**src/mawu_pkg.sv**
```systemverilog
package mawu_pkg;

  // Per-item classification made by the front end and carried out by the back end.
  typedef struct packed {
    logic sub;   // ring already full: the oldest sample leaves the sum
    logic full;  // window is full once this sample is counted
  } flags_t;

  localparam int unsigned FlagsBits = $bits(flags_t);

endpackage

```
**src/moving_average_warmup_unit.sv**
```systemverilog
// Simple moving average over the last WINDOW converter samples, with warm-up: every
// transfer on the input channel yields exactly one transfer on the output channel,
// carrying the truncated mean of the samples held so far (fewer than WINDOW while the
// window fills, WINDOW afterwards) and a flag that is set from the WINDOW-th sample on.
// The front end tracks slot position and fill count and pushes each classified sample
// into a two-entry queue; the back end reads the outgoing ring entry, updates the
// running sum and divides it by the fill count in a restoring divider that retires one
// quotient bit per cycle. The back end works on one sample at a time; the queue and
// the output register let up to three further samples be taken while a result waits.
// The sample ring needs no clearing after reset.
module moving_average_warmup_unit #(
  parameter int unsigned WINDOW      = 32,
  parameter int unsigned SAMPLE_BITS = 10
) (
  input  logic                   clk,
  input  logic                   rst_n,
  input  logic                   in_valid,
  output logic                   in_ready,
  input  logic [SAMPLE_BITS-1:0] in_sample,
  output logic                   out_valid,
  input  logic                   out_ready,
  output logic [SAMPLE_BITS-1:0] out_average,
  output logic                   out_window_full
);

  // Widths of the slot position, the fill count and the running sum.
  localparam int unsigned IW = $clog2(WINDOW);
  localparam int unsigned CW = $clog2(WINDOW + 1);
  localparam int unsigned SW = SAMPLE_BITS + $clog2(WINDOW);
  localparam int unsigned EW = SAMPLE_BITS + IW + CW + mawu_pkg::FlagsBits;

  logic          push;
  logic [EW-1:0] push_data;
  logic          q_full;
  logic          pop;
  logic          q_not_empty;
  logic [EW-1:0] q_data;

  // The front end accepts a transfer whenever the queue has room.
  mawu_front #(
    .WINDOW      (WINDOW),
    .SAMPLE_BITS (SAMPLE_BITS),
    .IW          (IW),
    .CW          (CW),
    .EW          (EW)
  ) u_front (
    .clk       (clk),
    .rst_n     (rst_n),
    .in_valid  (in_valid),
    .in_ready  (in_ready),
    .in_sample (in_sample),
    .push      (push),
    .push_data (push_data),
    .q_full    (q_full)
  );

  mawu_queue #(
    .EW (EW)
  ) u_queue (
    .clk       (clk),
    .rst_n     (rst_n),
    .push      (push),
    .push_data (push_data),
    .full      (q_full),
    .pop       (pop),
    .not_empty (q_not_empty),
    .pop_data  (q_data)
  );

  // The back end holds the ring, the running sum, the divider and the output register.
  mawu_back #(
    .WINDOW      (WINDOW),
    .SAMPLE_BITS (SAMPLE_BITS),
    .IW          (IW),
    .CW          (CW),
    .SW          (SW),
    .EW          (EW)
  ) u_back (
    .clk             (clk),
    .rst_n           (rst_n),
    .q_not_empty     (q_not_empty),
    .q_data          (q_data),
    .pop             (pop),
    .out_valid       (out_valid),
    .out_ready       (out_ready),
    .out_average     (out_average),
    .out_window_full (out_window_full)
  );

endmodule

```
**src/mawu_front.sv**
```systemverilog
module mawu_front #(
  parameter int unsigned WINDOW      = 32,
  parameter int unsigned SAMPLE_BITS = 10,
  parameter int unsigned IW          = 5,
  parameter int unsigned CW          = 6,
  parameter int unsigned EW          = SAMPLE_BITS + IW + CW + mawu_pkg::FlagsBits
) (
  input  logic                   clk,
  input  logic                   rst_n,
  input  logic                   in_valid,
  output logic                   in_ready,
  input  logic [SAMPLE_BITS-1:0] in_sample,
  output logic                   push,
  output logic [EW-1:0]          push_data,
  input  logic                   q_full
);

  localparam logic [IW-1:0] LastIdx = IW'(WINDOW - 1);
  localparam logic [CW-1:0] FullCnt = CW'(WINDOW);

  logic [IW-1:0]    idx_r, idx_nxt;
  logic [CW-1:0]    fill_r, fill_nxt;
  logic [CW-1:0]    fill_after;
  mawu_pkg::flags_t flags;

  assign in_ready = !q_full;
  assign push     = in_valid && in_ready;

  // The front end owns slot position and fill count, so it can run ahead of the back end.
  always_comb begin
    flags.sub  = (fill_r == FullCnt);
    fill_after = flags.sub ? fill_r : fill_r + CW'(1);
    flags.full = (fill_after == FullCnt);
    fill_nxt   = fill_r;
    idx_nxt    = idx_r;
    if (push) begin
      fill_nxt = fill_after;
      idx_nxt  = (idx_r == LastIdx) ? '0 : idx_r + IW'(1);
    end
  end

  assign push_data = {in_sample, idx_r, fill_after, flags};

  always_ff @(posedge clk) begin
    if (!rst_n) begin
      idx_r  <= '0;
      fill_r <= '0;
    end else begin
      idx_r  <= idx_nxt;
      fill_r <= fill_nxt;
    end
  end

endmodule

```
**src/mawu_queue.sv**
```systemverilog
module mawu_queue #(
  parameter int unsigned EW = 23
) (
  input  logic          clk,
  input  logic          rst_n,
  input  logic          push,
  input  logic [EW-1:0] push_data,
  output logic          full,
  input  logic          pop,
  output logic          not_empty,
  output logic [EW-1:0] pop_data
);

  // Two-entry queue between front and back end.
  logic [EW-1:0] mem_r [2];
  logic          wr_ptr_r, wr_ptr_nxt;
  logic          rd_ptr_r, rd_ptr_nxt;
  logic [1:0]    cnt_r, cnt_nxt;
  logic          do_push, do_pop;

  assign full      = (cnt_r == 2'd2);
  assign not_empty = (cnt_r != 2'd0);
  assign pop_data  = mem_r[rd_ptr_r];
  assign do_push   = push && !full;
  assign do_pop    = pop && not_empty;

  always_comb begin
    wr_ptr_nxt = do_push ? !wr_ptr_r : wr_ptr_r;
    rd_ptr_nxt = do_pop ? !rd_ptr_r : rd_ptr_r;
    cnt_nxt    = cnt_r;
    if (do_push && !do_pop) begin
      cnt_nxt = cnt_r + 2'd1;
    end else if (do_pop && !do_push) begin
      cnt_nxt = cnt_r - 2'd1;
    end
  end

  always_ff @(posedge clk) begin
    if (do_push) begin
      mem_r[wr_ptr_r] <= push_data;
    end
  end

  always_ff @(posedge clk) begin
    if (!rst_n) begin
      wr_ptr_r <= 1'b0;
      rd_ptr_r <= 1'b0;
      cnt_r    <= 2'd0;
    end else begin
      wr_ptr_r <= wr_ptr_nxt;
      rd_ptr_r <= rd_ptr_nxt;
      cnt_r    <= cnt_nxt;
    end
  end

endmodule

```
**src/mawu_back.sv**
```systemverilog
module mawu_back #(
  parameter int unsigned WINDOW      = 32,
  parameter int unsigned SAMPLE_BITS = 10,
  parameter int unsigned IW          = 5,
  parameter int unsigned CW          = 6,
  parameter int unsigned SW          = 15,
  parameter int unsigned EW          = SAMPLE_BITS + IW + CW + mawu_pkg::FlagsBits
) (
  input  logic                   clk,
  input  logic                   rst_n,
  input  logic                   q_not_empty,
  input  logic [EW-1:0]          q_data,
  output logic                   pop,
  output logic                   out_valid,
  input  logic                   out_ready,
  output logic [SAMPLE_BITS-1:0] out_average,
  output logic                   out_window_full
);

  localparam int unsigned BW = (SW > 1) ? $clog2(SW) : 1;

  typedef enum logic [3:0] {
    S_IDLE = 4'b0001,
    S_SUM  = 4'b0010,
    S_DIV  = 4'b0100,
    S_OUT  = 4'b1000
  } state_t;

  state_t state_r, state_nxt;

  logic [SAMPLE_BITS-1:0] ring [WINDOW];
  logic [SAMPLE_BITS-1:0] old_r;

  logic [SAMPLE_BITS-1:0] smp_r, smp_nxt;
  logic [IW-1:0]          idx_r, idx_nxt;
  logic [CW-1:0]          div_r, div_nxt;
  mawu_pkg::flags_t       flg_r, flg_nxt;

  logic [SW-1:0] sum_r, sum_nxt;
  logic [SW-1:0] dvd_r, dvd_nxt;
  logic [CW-1:0] rem_r, rem_nxt;
  logic [BW-1:0] cnt_r, cnt_nxt;
  logic [CW:0]   trial;
  logic          qbit;

  logic                   ov_r, ov_nxt;
  logic [SAMPLE_BITS-1:0] avg_r, avg_nxt;
  logic                   wf_r, wf_nxt;
  logic                   out_free;
  logic                   ring_we;

  assign pop             = (state_r == S_IDLE) && q_not_empty;
  assign ring_we         = (state_r == S_SUM);
  assign out_free        = !ov_r || out_ready;
  assign out_valid       = ov_r;
  assign out_average     = avg_r;
  assign out_window_full = wf_r;

  assign trial = {rem_r, dvd_r[SW-1]};
  assign qbit  = (trial >= {1'b0, div_r});

  always_comb begin
    state_nxt = state_r;
    smp_nxt   = smp_r;
    idx_nxt   = idx_r;
    div_nxt   = div_r;
    flg_nxt   = flg_r;
    sum_nxt   = sum_r;
    dvd_nxt   = dvd_r;
    rem_nxt   = rem_r;
    cnt_nxt   = cnt_r;
    ov_nxt    = ov_r && !out_ready;
    avg_nxt   = avg_r;
    wf_nxt    = wf_r;
    unique case (state_r)
      S_IDLE: begin
        if (q_not_empty) begin
          {smp_nxt, idx_nxt, div_nxt, flg_nxt} = q_data;
          state_nxt = S_SUM;
        end
      end
      S_SUM: begin
        sum_nxt   = sum_r - (flg_r.sub ? SW'(old_r) : '0) + SW'(smp_r);
        dvd_nxt   = sum_nxt;
        rem_nxt   = '0;
        cnt_nxt   = BW'(SW - 1);
        state_nxt = S_DIV;
      end
      S_DIV: begin
        rem_nxt = qbit ? CW'(trial - {1'b0, div_r}) : trial[CW-1:0];
        dvd_nxt = {dvd_r[SW-2:0], qbit};
        cnt_nxt = cnt_r - BW'(1);
        if (cnt_r == '0) begin
          state_nxt = S_OUT;
        end
      end
      S_OUT: begin
        if (out_free) begin
          ov_nxt    = 1'b1;
          avg_nxt   = dvd_r[SAMPLE_BITS-1:0];
          wf_nxt    = flg_r.full;
          state_nxt = S_IDLE;
        end
      end
      default: state_nxt = S_IDLE;
    endcase
  end

  // Sample ring: the outgoing entry is read when the item is taken and
  // overwritten in the S_SUM state that follows.
  always_ff @(posedge clk) begin
    if (pop) begin
      old_r <= ring[q_data[EW-SAMPLE_BITS-1 -: IW]];
    end
    if (ring_we) begin
      ring[idx_r] <= smp_r;
    end
  end

  always_ff @(posedge clk) begin
    smp_r <= smp_nxt;
    idx_r <= idx_nxt;
    div_r <= div_nxt;
    flg_r <= flg_nxt;
    dvd_r <= dvd_nxt;
    rem_r <= rem_nxt;
    cnt_r <= cnt_nxt;
    avg_r <= avg_nxt;
    wf_r  <= wf_nxt;
  end

  always_ff @(posedge clk) begin
    if (!rst_n) begin
      state_r <= S_IDLE;
      sum_r   <= '0;
      ov_r    <= 1'b0;
    end else begin
      state_r <= state_nxt;
      sum_r   <= sum_nxt;
      ov_r    <= ov_nxt;
    end
  end

endmodule

```
**config.mk**
```make
export PLATFORM = sky130hd
export DESIGN_NAME = moving_average_warmup_unit
export DESIGN_NICKNAME = d
export VERILOG_FILES = /design/src/mawu_pkg.sv /design/src/moving_average_warmup_unit.sv /design/src/mawu_front.sv /design/src/mawu_queue.sv /design/src/mawu_back.sv
export SDC_FILE = /design/constraint.sdc
export NUM_CORES = 1
export LEC_CHECK = 0
export BUFFER_PORTS_ARGS = -buffer_cell sky130_fd_sc_hd__buf_2
export CORE_MARGIN = 2
export CORE_UTILIZATION = 63
export CTS_BUF_LIST = sky130_fd_sc_hd__clkbuf_16
export DETAILED_ROUTE_END_ITERATION = 6
export PLACE_DENSITY = 0.84
export RECOVER_POWER = 100
export SLEW_MARGIN = 10
export SYNTH_ARGS = -nofsm -noshare
export SYNTH_HDL_FRONTEND = slang
export SYNTH_HIERARCHICAL = 1
export SYNTH_SLANG_ARGS = --single-unit
```
**constraint.sdc**
```tcl
create_clock -name clk -period 4.75 [get_ports clk]
set_clock_uncertainty 0.15 [all_clocks]
set_input_delay 0.2375 -clock clk [delete_from_list [all_inputs] [get_ports clk]]
set_output_delay 0.2375 -clock clk [all_outputs]
set_load 0.01 [all_outputs]
```
==> flow_metrics.tcl <==
set metrics [dict create \
    wl_per_cell_um 26.0 \
    post-route-period-util_pct 83.0 \
    clk_pin_slew_ns 0.06 \
    cp-start-kind "register" \
    tritoncts_clock_tree "yes" \
    syn_avg_cell_area_um2 17.5 \
    power-per-cell-area_nw_per_um2 625 \
    final_weighted_congestion_in_routability_driven_placement 0.812 \
    slowest_stage "clkbuf_1" \
    cp_slowest_stage_delay_ns 1.00 \
    initial_utilization_pct 64.1 \
    hold_crit_class "input pin to register" \
    post_synthesis_cell_area_um2 19600 \
    grt_setup_unrepaired "no" \
    die_outline_area_um2 32500 \
    criticalPathCategory "register to register" \
    regToRegSetupSlack_ns 0.81 \
    report.final.setup_viol 0 \
    yosys-top-cells-area "edfxtp_1 67%, mux4_2 11%, dfxtp_1 3.7%, mux2_2 2.0%, ha_1 1.7%" \
    crit_chain "clkbuf_1 -> mux2_1 -> buf_12 -> mux4_2 -> mux4_2 -> mux2_2" \
    crit_fanout 81 \
    grt_pass1_wl_um 64000 \
    global_route.usage.total_pct 26.2 \
    die_h_um 180 \
    yosys_register_bits 471 \
    vias_per_cell 6.51 \
    vdd.ir_drop.worst_mv 0.487 \
    yosys.cell_types.count 65 \
    clock_latency_ns 0.55 \
    via_count 10500 \
    grt_pass1_vias 10500 \
    postSynthNetCount 1173 \
    routed_wl_um 41800 \
    numPortBuffers 26 \
    timing.hold.worst_path_depth 2 \
    final-instance-count-excl-fill 1609 \
    timing.hold.worst.start "rst_n" \
    hold-path-endpoint "u_back/sum_r[5]" \
    run_status "finished, violations left" \
    maxClockFrequency_ghz 0.254 \
    violations "max-capacitance violations, max-slew violations" \
    setup_repair_bufs_after_cts 0 \
    layout.filler_cells 1781 \
    synthArstFlopShare_pct 0 \
    timing.critical_path.mode_cell "mux4_2" \
    yosysSeqAreaShare_pct 70.3 \
    coreArea_um2 30600 \
    placed_cells_incl_taps 1513 \
    layout_common_cells "435 x edfxtp_1, 100 x mux4_2, 78 x inv_1" \
    mostFrequentLayoutCell "edfxtp_1" \
    crit_arrival_ns 4.08 \
    initialDrtViolationCount 1282 \
    htree_num_levels 2 \
    post-synth-top-area-cell "edfxtp_1" \
    postCtsHoldBufs 11 \
    floorplan.io_pins 27 \
    hold_violation_count_in_the_final_report 0 \
    grt.overflow.total 0 \
    timing.rr.end "u_back/old_r[7]" \
    design.final.nets 1228 \
    clk_root_buffer_cell "clkbuf_16" \
    fin_area_um2 21700 \
    dpl-instance-area_um2 20200 \
    setup_tns_ns 0 \
    drtPass1Iterations 7 \
    hpwl_after_detailed_placement_um 24400 \
    post-route-worst-setup-slack_ns 0.807 \
    final_layout_size_suffix_gt1_share_pct 17.7 \
    finalWorstPathRequiredPeriod_ns 3.94 \
    ant_nets 0 \
    static-leakage-power_uw 0.00718 \
    cell_rows 64 \
    synth.top_cell.area_share_pct 66.7 \
    post_cts_resized 0 \
    grt_max_degree 82 \
    die_width_um 180 \
    utilization_pct 70.9 \
    clk_path_buf_depth 3 \
    slew_violations 36 \
    drc 0 \
    synth_enable_flop_cells 435 \
    postSynthCellCount 1121 \
    max_slew.worst_pin.slew_ns 1.91 \
    timing.critical_path.to_type "register" \
    cp_data_required_time_ns 4.88 \
    cts.sinks 471 \
    antenna_cells 0 \
    synth_flop_cell "edfxtp_1" \
    slew_headroom_pct -27.9 \
    cts-buffers-inserted 46 \
    flow.area_growth_from_synthesis_pct 10.7 \
    max_cap_violations 2 \
    grt_antenna_before_repair 0 \
    synth.yosys.warnings 6 \
    dpl_worst_slack_ns 1.03 \
    ff2ff_path_depth 6 \
]
==> metal layers <==
layer / wire, um / up-vias / global-route usage [%]
li1: - / 4476 / -
met1: 16300 / 5318 / 36.6
met2: 20800 / 587 / 43.5
met3: 3320 / 92 / 4.04
met4: 1320 / 0 / 7.94
met5: 0 / - / 0
==> power by group <==
part / switching (uW) / leakage [uW] / internal [uW] / total, uW
logic: 2550 / 0.00216 / 1760 / 4310
registers: 190 / 0.00423 / 5370 / 5560
clock network: 1500 / 0.000790 / 2180 / 3680
==> logic make-up after synthesis <==
kind of cell               count (synthesis)  synth area share (%)
buffers and inverters                    121                  2.70
and+or+nand+nor                          214                  5.66
DFF                                      471                  70.3
AOI/OAI and AO/OA                        115                  3.74
muxes                                    136                  13.5
xor gates and xnor gates                  26                  1.16
adders and majority gates                 38                  2.85
==> Yosys cell counts, drive strengths merged, types with 3 or more instances <==
library cell,count
nor2,68
ha,27
edfxtp,435
nor3,17
nand3,15
buf,27
o31ai,4
mux2,34
a211oi,3
a21oi,31
clkbuf,26
fa,11
and2,21
xnor2,16
or3b,3
a21o,5
mux4,100
nand2b,8
nand3b,9
or3,6
nor4b,5
nor2b,5
a31oi,5
inv,67
o21a,6
a21boi,8
dfxtp,36
xor2,10
and3,4
o21ai,35
nand4,5
o311a,3
nand2,40
==> registers in the layout (all words and copies together), names as in the netlist, 2 cells and up, named ones only <==
register,count
u_front/idx_r,5
u_back/old_r,10
u_back/cnt_r,4
u_queue/cnt_r,2
u_back/ring,320
u_back/out_average,10
u_back/idx_r,5
u_back/state_r,4
u_back/rem_r,6
u_back/dvd_r,15
u_back/sum_r,15
u_front/fill_r,6
u_back/smp_r,10
u_back/flg_r,2
u_back/div_r,6
u_queue/mem_r,46
==> worst max path at each step <==
stage	start	slack (ns)	endpoint
floorplan	u_back/smp_r[1]	1.18	u_back/sum_r[13]
global placement	u_back/smp_r[1]	1.14	u_back/sum_r[13]
detailed placement	u_back/smp_r[1]	1.03	u_back/sum_r[13]
CTS	u_back/smp_r[1]	1.01	u_back/sum_r[13]
global route	u_back/smp_r[3]	0.57	u_back/sum_r[14]
finish	register	0.81	u_back/old_r[7]
==> worst max-delay path, delay by kind of cell (launching register included) <==
family,cells,cell delay [ns]
buffers and inverters,2,1.40
multiplexers,4,1.68
flip-flops,1,0.38
==> final cells by class <==
| type | count | area (um2) | area share (%) |
|---|---|---|---|
| clock buffers | 47 | 1180 | 5.42 |
| clock inverters | 38 | 354 | 1.63 |
| inverters | 68 | 255 | 1.18 |
| multi-input cells | 529 | 5250 | 24.2 |
| flip-flops and latches | 471 | 13800 | 63.5 |
| well taps | 396 | 495 | 2.28 |
| repair buffers | 60 | 382 | 1.76 |
==> per-stage QoR <==
| step | hold slack (ns) | power (uW) |
|---|---|---|
| global placement | 0.252 | 9690 |
| floorplan | 0.205 | 8670 |
| global route | 0.0695 | 14100 |
| CTS | 0.0408 | 13600 |
| detailed placement | 0.263 | 9880 |
| finish | 0.0676 | 13600 |
(Power assumes the default switching activity.)
